### config.mk
export PLATFORM = sky130hd
export DESIGN_NAME = tick_bar_builder_with_atr_unit
export DESIGN_NICKNAME = d
export VERILOG_FILES = /design/src/rtl/core/tbb_pkg.sv /design/src/rtl/core/tick_bar_builder_with_atr_unit.sv
export SDC_FILE = /design/constraint.sdc
export NUM_CORES = 2
export LEC_CHECK = 0
export BUFFER_PORTS_ARGS = -buffer_cell sky130_fd_sc_hd__buf_2
export CAP_MARGIN = 30
export CORE_UTILIZATION = 55
export CTS_CLUSTER_SIZE = 30
export DETAILED_ROUTE_END_ITERATION = 6
export GPL_TIMING_DRIVEN = 0
export PLACE_DENSITY = 0.78
export SKIP_LAST_GASP = 1
export SYNTH_ARGS = -nofsm -noshare
export SYNTH_HDL_FRONTEND = slang
export SYNTH_SLANG_ARGS = --single-unit
### constraint.sdc
create_clock -name clk -period 33.5 [get_ports clk]
set_input_delay 1.675 -clock clk [delete_from_list [all_inputs] [get_ports clk]]
set_output_delay 1.675 -clock clk [all_outputs]
set_load 0.05 [all_outputs]
### src/rtl/core/tbb_pkg.sv
// Package for the tick bar builder with average true range.
// Holds window sizes, field widths, register indexes and reset values.
// No dependencies.
package tbb_pkg;

	localparam int ATR_WINDOW    = 14;
	localparam int VOLUME_WINDOW = 20;

	localparam int TIME_W   = 44;
	localparam int PRICE_W  = 23;
	localparam int TICKS_W  = 20;
	localparam int MEAN_W   = 28;
	localparam int COUNT_W  = 32;
	localparam int PERIOD_W = 27;
	localparam int CFG_IDX_W = 2;

	localparam int IN_W  = 72;
	localparam int OUT_W = 240;

	localparam int RF_W     = $clog2(ATR_WINDOW + 1);
	localparam int RSUM_W   = PRICE_W + $clog2(ATR_WINDOW);
	localparam int ATR_NUM_W = PRICE_W + $clog2(ATR_WINDOW) + 1;
	localparam int TF_W     = $clog2(VOLUME_WINDOW + 1);
	localparam int TWR_W    = (VOLUME_WINDOW > 1) ? $clog2(VOLUME_WINDOW) : 1;
	localparam int TSUM_W   = TICKS_W + $clog2(VOLUME_WINDOW);
	localparam int TDVD_W   = TSUM_W + 8;

	localparam int DIV_W   = TIME_W;
	localparam int CNT_W   = 6;

	localparam logic [CFG_IDX_W-1:0] CFG_BAR_PERIOD  = 2'd0;
	localparam logic [CFG_IDX_W-1:0] CFG_ATR_INITIAL = 2'd1;
	localparam logic [CFG_IDX_W-1:0] CFG_ATR_FLOOR   = 2'd2;

	localparam logic [PERIOD_W-1:0] PERIOD_RST      = 27'd900000;
	localparam logic [PRICE_W-1:0]  ATR_INITIAL_RST = 23'd5000;
	localparam logic [PRICE_W-1:0]  ATR_FLOOR_RST   = 23'd500;
	localparam logic [MEAN_W-1:0]   TICK_MEAN_RST   = 28'd25600;
	localparam logic [TICKS_W-1:0]  TICK_MAX        = '1;

endpackage

### src/rtl/core/tick_bar_builder_with_atr_unit.sv
// Top level of the tick bar builder: OHLC bars, ATR and tick-volume mean.
// Depends on tbb_pkg. The bar-volume ring is a synchronous memory here.
//
// Channel   Direction  Handshake                  Payload
// s_axis    in         s_axis_tvalid/tready       tick time, mid price
// m_axis    out        m_axis_tvalid/tready       closed bar and indicators, tuser flag
// cfg       in         cfg_valid/cfg_ready        register index, write data
//
// A tick that stays inside a bar whose boundary is known goes from acceptance through the compare and emit states.
// The next tick after a bar opens or after a period write also runs the shared
// restoring divider for the boundary (44 steps) before the compare.
// A closing tick also runs the ATR and tick-mean divisions; the first close skips them.
// Reset is asynchronous; no clearing pass is needed since the ring is read only where written.
// A new request is taken while the previous result waits in the output register.
module tick_bar_builder_with_atr_unit (
	input  logic                               clk,
	input  logic                               arst_n,
	input  logic                               s_axis_tvalid,
	output logic                               s_axis_tready,
	input  logic [tbb_pkg::IN_W-1:0]           s_axis_tdata,  // tick_time_ms, mid_price
	output logic                               m_axis_tvalid,
	input  logic                               m_axis_tready,
	// bar_start_ms, bar_open, bar_high, bar_low, bar_last, bar_tick_total,
	// atr_value, tick_volume_mean, bars_closed_count
	output logic [tbb_pkg::OUT_W-1:0]          m_axis_tdata,
	output logic                               m_axis_tuser,  // bar_closed
	input  logic                               cfg_valid,
	output logic                               cfg_ready,
	input  logic [tbb_pkg::CFG_IDX_W-1:0]      cfg_index,
	input  logic [tbb_pkg::PERIOD_W-1:0]       cfg_data
);

	typedef enum logic [3:0] {
		IDLE, BND_DIV, BND_BASE, BND_ADD, CMP, TR,
		ATR_A, ATR_B, ATR_DIV, ATR_FIN, TCK_A, TCK_B, TCK_DIV, TCK_FIN, EMIT
	} st_t;

	st_t state_q;

	logic [tbb_pkg::PERIOD_W-1:0] period_q;
	logic [tbb_pkg::PRICE_W-1:0]  atr_floor_q;

	logic [tbb_pkg::TIME_W-1:0]  tick_t_q;
	logic [tbb_pkg::PRICE_W-1:0] tick_p_q;

	logic                         running_q;
	logic [tbb_pkg::TIME_W-1:0]  cur_start_q;
	logic [tbb_pkg::PRICE_W-1:0] cur_open_q, cur_high_q, cur_low_q, cur_last_q;
	logic [tbb_pkg::TICKS_W-1:0] cur_ticks_q;
	logic [tbb_pkg::PRICE_W-1:0] prev_last_q;
	logic [tbb_pkg::COUNT_W-1:0] count_q;
	logic                         bnd_valid_q;
	logic [tbb_pkg::TIME_W:0]    bnd_q;

	logic [tbb_pkg::RF_W-1:0]      rng_fill_q;
	logic [tbb_pkg::RSUM_W-1:0]    rsum_q;
	logic [tbb_pkg::ATR_NUM_W-1:0] mul_q;
	logic [tbb_pkg::PRICE_W-1:0]   tr_q;
	logic [tbb_pkg::PRICE_W-1:0]   atr_q;
	logic [tbb_pkg::MEAN_W-1:0]    mean_q;

	logic [tbb_pkg::TF_W-1:0]    tck_fill_q;
	logic [tbb_pkg::TWR_W-1:0]   tck_wr_q;
	logic [tbb_pkg::TSUM_W-1:0]  tsum_q;
	logic [tbb_pkg::TICKS_W-1:0] tck_mem [tbb_pkg::VOLUME_WINDOW];
	logic [tbb_pkg::TICKS_W-1:0] tck_rd_q;

	logic                         res_closed_q;
	logic [tbb_pkg::TIME_W-1:0]  res_start_q;
	logic [tbb_pkg::PRICE_W-1:0] res_open_q, res_high_q, res_low_q, res_last_q;
	logic [tbb_pkg::TICKS_W-1:0] res_ticks_q;
	logic [tbb_pkg::PRICE_W-1:0] res_atr_q;
	logic [tbb_pkg::MEAN_W-1:0]  res_mean_q;

	logic [tbb_pkg::OUT_W-1:0] out_data_q;
	logic                      out_user_q;
	logic                      out_valid_q;

	logic [tbb_pkg::DIV_W-1:0]    dvd_q;
	logic [tbb_pkg::PERIOD_W-1:0] rem_q;
	logic [tbb_pkg::PERIOD_W-1:0] dvs_q;
	logic [tbb_pkg::CNT_W-1:0]    cnt_q;

	logic [tbb_pkg::PERIOD_W-1:0] eff_period;
	logic [tbb_pkg::PERIOD_W:0]   trial;
	logic [tbb_pkg::PERIOD_W+1:0] diff;
	logic                         borrow;
	logic                         div_step;
	logic                         in_acc;
	logic                         out_free;
	logic [tbb_pkg::COUNT_W-1:0]  count_nx;
	logic                         atr_full;
	logic [tbb_pkg::ATR_NUM_W-1:0] atr_num;
	logic [tbb_pkg::TDVD_W-1:0]   tck_num;
	logic [tbb_pkg::PRICE_W-1:0]  atr_quo;
	logic [tbb_pkg::PRICE_W-1:0]  tr_hi, tr_lo;
	logic [tbb_pkg::TICKS_W-1:0]  tck_evict;
	logic [tbb_pkg::OUT_W-1:0]    res_packed;

	assign eff_period = (period_q == '0) ? tbb_pkg::PERIOD_W'(1) : period_q;
	assign trial      = {rem_q, dvd_q[tbb_pkg::DIV_W-1]};
	assign diff       = {1'b0, trial} - {2'b00, dvs_q};
	assign borrow     = diff[tbb_pkg::PERIOD_W+1];
	assign div_step   = (state_q == BND_DIV) || (state_q == ATR_DIV) || (state_q == TCK_DIV);

	assign s_axis_tready = (state_q == IDLE);
	assign cfg_ready     = (state_q == IDLE);
	assign in_acc        = s_axis_tvalid && s_axis_tready;
	assign out_free      = !out_valid_q || m_axis_tready;
	assign count_nx      = count_q + tbb_pkg::COUNT_W'(1);

	assign atr_full = (rng_fill_q == tbb_pkg::RF_W'(tbb_pkg::ATR_WINDOW));
	assign atr_num  = atr_full
		? mul_q + tbb_pkg::ATR_NUM_W'(tr_q) + tbb_pkg::ATR_NUM_W'(tbb_pkg::ATR_WINDOW / 2)
		: tbb_pkg::ATR_NUM_W'(rsum_q) + tbb_pkg::ATR_NUM_W'(rng_fill_q >> 1);
	assign tck_num  = {tsum_q, 8'h00} + tbb_pkg::TDVD_W'(tck_fill_q >> 1);
	assign atr_quo  = dvd_q[tbb_pkg::PRICE_W-1:0];

	assign tr_hi = (prev_last_q > res_high_q) ? prev_last_q : res_high_q;
	assign tr_lo = (prev_last_q < res_low_q) ? prev_last_q : res_low_q;
	assign tck_evict = (tck_fill_q == tbb_pkg::TF_W'(tbb_pkg::VOLUME_WINDOW)) ? tck_rd_q : '0;

	assign res_packed = res_closed_q
		? {1'b0, count_q, res_mean_q, res_atr_q, res_ticks_q,
		   res_last_q, res_low_q, res_high_q, res_open_q, res_start_q}
		: '0;

	assign m_axis_tvalid = out_valid_q;
	assign m_axis_tdata  = out_data_q;
	assign m_axis_tuser  = out_user_q;

	always_ff @(posedge clk) begin
		if (state_q == TCK_A) begin
			tck_mem[tck_wr_q] <= res_ticks_q;
		end
		tck_rd_q <= tck_mem[tck_wr_q];
	end

	always_ff @(posedge clk) begin
		if (div_step) begin
			rem_q <= borrow ? trial[tbb_pkg::PERIOD_W-1:0] : diff[tbb_pkg::PERIOD_W-1:0];
			dvd_q <= {dvd_q[tbb_pkg::DIV_W-2:0], !borrow};
			cnt_q <= cnt_q - tbb_pkg::CNT_W'(1);
		end else if (state_q == IDLE) begin
			rem_q <= '0;
			dvs_q <= eff_period;
			dvd_q <= cur_start_q;
			cnt_q <= tbb_pkg::CNT_W'(tbb_pkg::TIME_W - 1);
		end else if (state_q == ATR_B) begin
			rem_q <= '0;
			dvs_q <= atr_full ? tbb_pkg::PERIOD_W'(tbb_pkg::ATR_WINDOW)
			                  : tbb_pkg::PERIOD_W'(rng_fill_q);
			dvd_q <= tbb_pkg::DIV_W'(atr_num) << (tbb_pkg::DIV_W - tbb_pkg::ATR_NUM_W);
			cnt_q <= tbb_pkg::CNT_W'(tbb_pkg::ATR_NUM_W - 1);
		end else if (state_q == TCK_B) begin
			rem_q <= '0;
			dvs_q <= tbb_pkg::PERIOD_W'(tck_fill_q);
			dvd_q <= tbb_pkg::DIV_W'(tck_num) << (tbb_pkg::DIV_W - tbb_pkg::TDVD_W);
			cnt_q <= tbb_pkg::CNT_W'(tbb_pkg::TDVD_W - 1);
		end
	end

	always_ff @(posedge clk or negedge arst_n) begin
		if (!arst_n) begin
			state_q      <= IDLE;
			period_q     <= tbb_pkg::PERIOD_RST;
			atr_floor_q  <= tbb_pkg::ATR_FLOOR_RST;
			running_q    <= 1'b0;
			cur_start_q  <= '0;
			cur_open_q   <= '0;
			cur_high_q   <= '0;
			cur_low_q    <= '0;
			cur_last_q   <= '0;
			cur_ticks_q  <= '0;
			prev_last_q  <= '0;
			count_q      <= '0;
			bnd_valid_q  <= 1'b0;
			rng_fill_q   <= '0;
			rsum_q       <= '0;
			atr_q        <= tbb_pkg::ATR_INITIAL_RST;
			mean_q       <= tbb_pkg::TICK_MEAN_RST;
			tck_fill_q   <= '0;
			tck_wr_q     <= '0;
			tsum_q       <= '0;
			res_closed_q <= 1'b0;
			out_valid_q  <= 1'b0;
		end else begin
			if (out_valid_q && m_axis_tready && (state_q != EMIT)) begin
				out_valid_q <= 1'b0;
			end
			if (cfg_valid && cfg_ready) begin
				unique case (cfg_index)
					tbb_pkg::CFG_BAR_PERIOD: begin
						period_q    <= cfg_data;
						bnd_valid_q <= 1'b0;
					end
					tbb_pkg::CFG_ATR_INITIAL: begin
						if (rng_fill_q == '0) begin
							atr_q <= cfg_data[tbb_pkg::PRICE_W-1:0];
						end
					end
					tbb_pkg::CFG_ATR_FLOOR: begin
						atr_floor_q <= cfg_data[tbb_pkg::PRICE_W-1:0];
					end
					default: begin
					end
				endcase
			end
			unique case (state_q)
				IDLE: begin
					if (in_acc) begin
						tick_t_q <= s_axis_tdata[tbb_pkg::TIME_W-1:0];
						tick_p_q <= s_axis_tdata[tbb_pkg::TIME_W +: tbb_pkg::PRICE_W];
						if (!running_q) begin
							running_q    <= 1'b1;
							res_closed_q <= 1'b0;
							cur_start_q  <= s_axis_tdata[tbb_pkg::TIME_W-1:0];
							cur_open_q   <= s_axis_tdata[tbb_pkg::TIME_W +: tbb_pkg::PRICE_W];
							cur_high_q   <= s_axis_tdata[tbb_pkg::TIME_W +: tbb_pkg::PRICE_W];
							cur_low_q    <= s_axis_tdata[tbb_pkg::TIME_W +: tbb_pkg::PRICE_W];
							cur_last_q   <= s_axis_tdata[tbb_pkg::TIME_W +: tbb_pkg::PRICE_W];
							cur_ticks_q  <= tbb_pkg::TICKS_W'(1);
							state_q      <= EMIT;
						end else if (bnd_valid_q) begin
							state_q <= CMP;
						end else begin
							state_q <= BND_DIV;
						end
					end
				end
				BND_DIV: begin
					if (cnt_q == '0) begin
						state_q <= BND_BASE;
					end
				end
				BND_BASE: begin
					bnd_q   <= {1'b0, cur_start_q} - (tbb_pkg::TIME_W + 1)'(rem_q);
					state_q <= BND_ADD;
				end
				BND_ADD: begin
					bnd_q       <= bnd_q + (tbb_pkg::TIME_W + 1)'(eff_period);
					bnd_valid_q <= 1'b1;
					state_q     <= CMP;
				end
				CMP: begin
					if ({1'b0, tick_t_q} >= bnd_q) begin
						count_q      <= count_nx;
						res_closed_q <= 1'b1;
						res_start_q  <= cur_start_q;
						res_open_q   <= cur_open_q;
						res_high_q   <= cur_high_q;
						res_low_q    <= cur_low_q;
						res_last_q   <= cur_last_q;
						res_ticks_q  <= cur_ticks_q;
						bnd_valid_q  <= 1'b0;
						cur_start_q  <= tick_t_q;
						cur_open_q   <= tick_p_q;
						cur_high_q   <= tick_p_q;
						cur_low_q    <= tick_p_q;
						cur_last_q   <= tick_p_q;
						cur_ticks_q  <= tbb_pkg::TICKS_W'(1);
						state_q      <= TR;
					end else begin
						res_closed_q <= 1'b0;
						if (tick_p_q > cur_high_q) begin
							cur_high_q <= tick_p_q;
						end
						if (tick_p_q < cur_low_q) begin
							cur_low_q <= tick_p_q;
						end
						cur_last_q <= tick_p_q;
						if (cur_ticks_q != tbb_pkg::TICK_MAX) begin
							cur_ticks_q <= cur_ticks_q + tbb_pkg::TICKS_W'(1);
						end
						state_q <= EMIT;
					end
				end
				TR: begin
					tr_q        <= tr_hi - tr_lo;
					prev_last_q <= res_last_q;
					res_atr_q   <= atr_q;
					res_mean_q  <= mean_q;
					state_q     <= (count_q == tbb_pkg::COUNT_W'(1)) ? EMIT : ATR_A;
				end
				ATR_A: begin
					if (!atr_full) begin
						rsum_q     <= rsum_q + tbb_pkg::RSUM_W'(tr_q);
						rng_fill_q <= rng_fill_q + tbb_pkg::RF_W'(1);
					end
					mul_q   <= tbb_pkg::ATR_NUM_W'(atr_q) *
					           tbb_pkg::ATR_NUM_W'(tbb_pkg::ATR_WINDOW - 1);
					state_q <= ATR_B;
				end
				ATR_B: begin
					state_q <= ATR_DIV;
				end
				ATR_DIV: begin
					if (cnt_q == '0) begin
						state_q <= ATR_FIN;
					end
				end
				ATR_FIN: begin
					atr_q     <= (atr_quo < atr_floor_q) ? atr_floor_q : atr_quo;
					res_atr_q <= (atr_quo < atr_floor_q) ? atr_floor_q : atr_quo;
					state_q   <= TCK_A;
				end
				TCK_A: begin
					tsum_q <= tsum_q - tbb_pkg::TSUM_W'(tck_evict) +
					          tbb_pkg::TSUM_W'(res_ticks_q);
					if (tck_wr_q == tbb_pkg::TWR_W'(tbb_pkg::VOLUME_WINDOW - 1)) begin
						tck_wr_q <= '0;
					end else begin
						tck_wr_q <= tck_wr_q + tbb_pkg::TWR_W'(1);
					end
					if (tck_fill_q != tbb_pkg::TF_W'(tbb_pkg::VOLUME_WINDOW)) begin
						tck_fill_q <= tck_fill_q + tbb_pkg::TF_W'(1);
					end
					state_q <= TCK_B;
				end
				TCK_B: begin
					state_q <= TCK_DIV;
				end
				TCK_DIV: begin
					if (cnt_q == '0) begin
						state_q <= TCK_FIN;
					end
				end
				TCK_FIN: begin
					mean_q     <= dvd_q[tbb_pkg::MEAN_W-1:0];
					res_mean_q <= dvd_q[tbb_pkg::MEAN_W-1:0];
					state_q    <= EMIT;
				end
				EMIT: begin
					if (out_free) begin
						out_data_q  <= res_packed;
						out_user_q  <= res_closed_q;
						out_valid_q <= 1'b1;
						state_q     <= IDLE;
					end
				end
				default: begin
					state_q <= IDLE;
				end
			endcase
		end
	end

endmodule
==> key figures <==
Yosys
  – Adder-cell share of the synthesized area: 0.0825
  – EDFF count, synth: 1113
  – Mux share of post-synthesis cell area: 0.0689
  – Simple-gate share of the synthesized area: 0.106
  – Syn nets: 6671
  – Async SR Flop Fraction: 0.254
  – Synth Warn #: 0
  – Seq/Total Area, Yosys: 0.579
  – Netlist cell types: 91
  – Cells after Synth: 6098
  – Top FF cell, synth: edfxtp_1
  – Largest family of logic cells by synthesized area: simple AND/OR/NAND/NOR gates
  – Seq cells post-synth: 1519
  – XOR/XNOR Fraction of Synth Area: 0.0314
  – Synth Area in Compound Gates: 0.0944
  – Synthesized cell area: 75100 um2
  – Mean Syn Cell Area: 12.3 um2

Power
  – Total power: 0.00384 W
  – Clock share of power: 0.473
  – Psw: 0.000817 W
  – VDD IR max: 53.6 uV
  – Gate power share: 0.007
  – Sequential Power Share: 0.520
  – PwrDens: 44.8 nW/um2
  – P_leak: 33.8 nW
  – Power Internal: 0.00303 W
  – Switching Fraction: 0.212

Clocking
  – Clock root buffer: clkbuf_16
  – H-tree levels: 4
  – Clk pin slew, worst setup/hold paths: 70 ps
  – Clock Sinks: 1519
  – Clock buffer depth: 3
  – Post-cts resize count: 0
  – Setup Fix Bufs, Post-CTS: 0
  – CTS hold repair buffers: 0
  – CTS tree: done
  – Clock Latency Late Sink: 830 ps
  – TritonCTS buffer count: 156

Die
  – # rows: 135
  – Core area: 135000 um2
  – Die width: 372 um
  – Initial core utilization: 0.555
  – Num ports: 350
  – Die ar.: 138000 um2
  – Die Ht: 372 um

Worst setup path
  – Worst EP arrival: 6250 ps
  – R2R Setup Slk: 27800 ps
  – Worst Path Required: 34060 ps
  – RR Startpoint: res_high_q[3]
  – R2R Path End: tr_q[21]
  – CP startpoint kind: flop
  – Critical Path Fanout Max: 10
  – Crit Path Class: flop to flop
  – R2R cell count: 20
  – Critical path capture point type: flop

Placement
  – GPL Wtd Cong: 0.978
  – Placed wire-length estimate: 159000 um
  – Dpl cells: 8287
  – IO buf count: 343

GRT
  – Pin count of the biggest net entering global routing: 114
  – Grt total ovfl: 0
  – Initial antenna violation count: 11
  – Vias in the first global route: 50900
  – First-pass GRT wire length: 320000 um
  – GRT Util Overall: 0.314

Route
  – # DRC: 0
  – Routed wire length: 218000 um
  – Routed Antenna Nets: 0
  – First-pass DRT Iterations: 6
  – DRT iter0 DRCs: 5542
  – Vias: 52200
  – Routed length per instance: 25.4 um
  – Vias per inst: 6.07

STA
  – Unrepaired setup endpoints after global routing: false
  – Worst Skew: 40.7 ps
  – Slew Viols, Final: 0
  – Hold Slack: 441 ps
  – F_max: 175 MHz
  – Worst-margin pin slew: 1080 ps
  – Final setup fails: 0
  – Final worst path period share: 0.170
  – Final hold vios: 0
  – Tmin final: 5700 ps
  – Post-route setup TNS: 0 ps
  – Slew margin rel.: 0.259

Min path
  – Hold Path Origin: cur_last_q[14]
  – WHS Endpoint: res_last_q[14]
  – Hold depth: 0
  – Min-Delay Path Class: flop to flop

Cells and area
  – Layout area overhead: 14.2%
  – Fraction of layout instances using a drive strength above 1: 0.149
  – Non-filler cells, final: 8592
  – Nets: 7245

Job
  – Max cap viols: 0

Run status
  – Outcome: complete, no violations
==> cell usage after synthesis (all sizes together), types with 12 or more instances <==
library cell | count | area (um2)
xnor2 | 155 | 1360
o21bai | 22 | 165
o221ai | 12 | 105
o21a | 39 | 293
edfxtp | 1113 | 33400
dfstp | 25 | 657
a31oi | 76 | 475
and3 | 50 | 313
dfxtp | 20 | 400
a21o | 146 | 1100
mux4 | 104 | 2340
a21oi | 284 | 1430
a211oi | 38 | 295
dfrtp | 361 | 9030
nor3 | 101 | 521
a22o | 16 | 140
a221o | 21 | 210
mux2 | 186 | 2090
nand4 | 71 | 444
and2 | 298 | 1860
mux2i | 74 | 741
o22ai | 42 | 263
or3 | 20 | 130
nand3 | 88 | 440
nor4 | 33 | 225
inv | 497 | 1870
nand2 | 485 | 1820
o21ai | 265 | 1330
xor2 | 114 | 998
ha | 420 | 5260
clkbuf | 204 | 766
buf | 47 | 226
nor2b | 34 | 213
fa | 47 | 941
nor2 | 347 | 1300
o211ai | 26 | 195
nand2b | 40 | 250
o31ai | 14 | 115
a221oi | 17 | 155
==> power groups by stage <==
stage	sequential (W)	combinational, W	clock (W)
3_5_place_dp	0.00204	0.0000263	0
6_report	0.00200	0.0000263	0.00182
4_1_cts	0.00200	0.0000264	0.00183
5_1_grt	0.00200	0.0000289	0.00190
3_3_place_gp	0.00204	0.0000241	0
2_1_floorplan	0.00204	0.00000305	0
==> cell type report <==
class                           instances  area (um2)
Sequential cell                      1519       43500
Buffer                                251         993
Timing Repair Buffer                  416        2970
Multi-Input combinational cell       3831       28800
Clock buffer                          205        4200
Clock inverter                         87        1170
Antenna cell                            5        12.5
Tap cell                             1781        2230
Fill cell                           10000       49700
Inverter                              497        1870
==> per-stage QoR <==
step | setup WS, ps | util | instance area, um2
floorplan | 14390 | - | 75100
global placement | -956 | 0.584 | 79100
detailed placement | 27880 | 0.592 | 80300
CTS | 27840 | 0.632 | 85600
global route | 27280 | 0.633 | 85800
finish | 27800 | 0.633 | 85800
==> worst max-delay path: stages, from the launching register on <==
cell and delay (ps):
edfxtp_1 460, inv_1 70, ha_1 280, a2111oi_0 320, o21ai_0 170, a31oi_1 220
nor2_1 80, o31ai_2 620, clkbuf_1 610, mux2i_1 370, inv_1 80, ha_1 290
nor2b_1 120, o21ai_0 230, a21boi_1 140, o21a_1 220, o21ai_1 360, o311ai_1 240
a31o_2 280, a21oi_1 160, xnor2_1 100
==> per-layer routing <==
layer / global-route usage / vias to the layer above / wire (um)
met2: 0.500 / 2636 / 102000
met4: 0.136 / 8 / 9990
li1: - / 23300 / -
met3: 0.0580 / 466 / 18800
met5: 0 / - / 53
met1: 0.424 / 25800 / 87800
==> logic make-up after synthesis <==
| kind of cell | count (synthesis) |
|---|---|
| compound gates | 1112 |
| xor+xnor | 269 |
| fa+ha+maj | 467 |
| buf+inv | 748 |
| flops | 1519 |
| mux | 364 |
| other cells | 1 |
| simple gates | 1618 |
==> flip-flops by register name (all words and copies together) (netlist names), 28 cells and up <==
register / flops
m_axis_tdata: 239
mean_q: 28
bnd_q: 45
tick_t_q: 44
res_start_q: 44
cur_start_q: 44
tck_mem: 400
res_mean_q: 28
count_q: 32
dvd_q: 44
==> worst max path at each step <==
stage | to | depth (start not counted) | start
CTS | tr_q[21] | 20 | res_high_q[3]
finish | tr_q[21] | 20 | res_high_q[3]
global placement | m_axis_tdata[140] | 3 | arst_n
global route | tr_q[21] | 20 | res_high_q[3]
floorplan | m_axis_tdata[0] | 3 | m_axis_tready
detailed placement | tr_q[21] | 20 | res_high_q[3]
==> cell usage in the layout (no fill, tap or decap), drive strengths merged, types with 26 or more instances in the layout <==
master	count
o21ai	265
nor2	347
nand4	71
mux2	186
and2	298
nor3	101
mux2i	74
nor2b	34
a31oi	76
o22ai	42
nand2	485
o21a	39
dfrtp	361
nand3	88
a21o	146
a211oi	38
ha	420
inv	510
edfxtp	1113
buf	463
and3	50
o211ai	26
nor4	33
a21oi	284
nand2b	40
clkbuf	409
xor2	114
fa	47
mux4	104
clkinv	47
xnor2	155
Note: power is estimated with default switching activity, not from simulation.
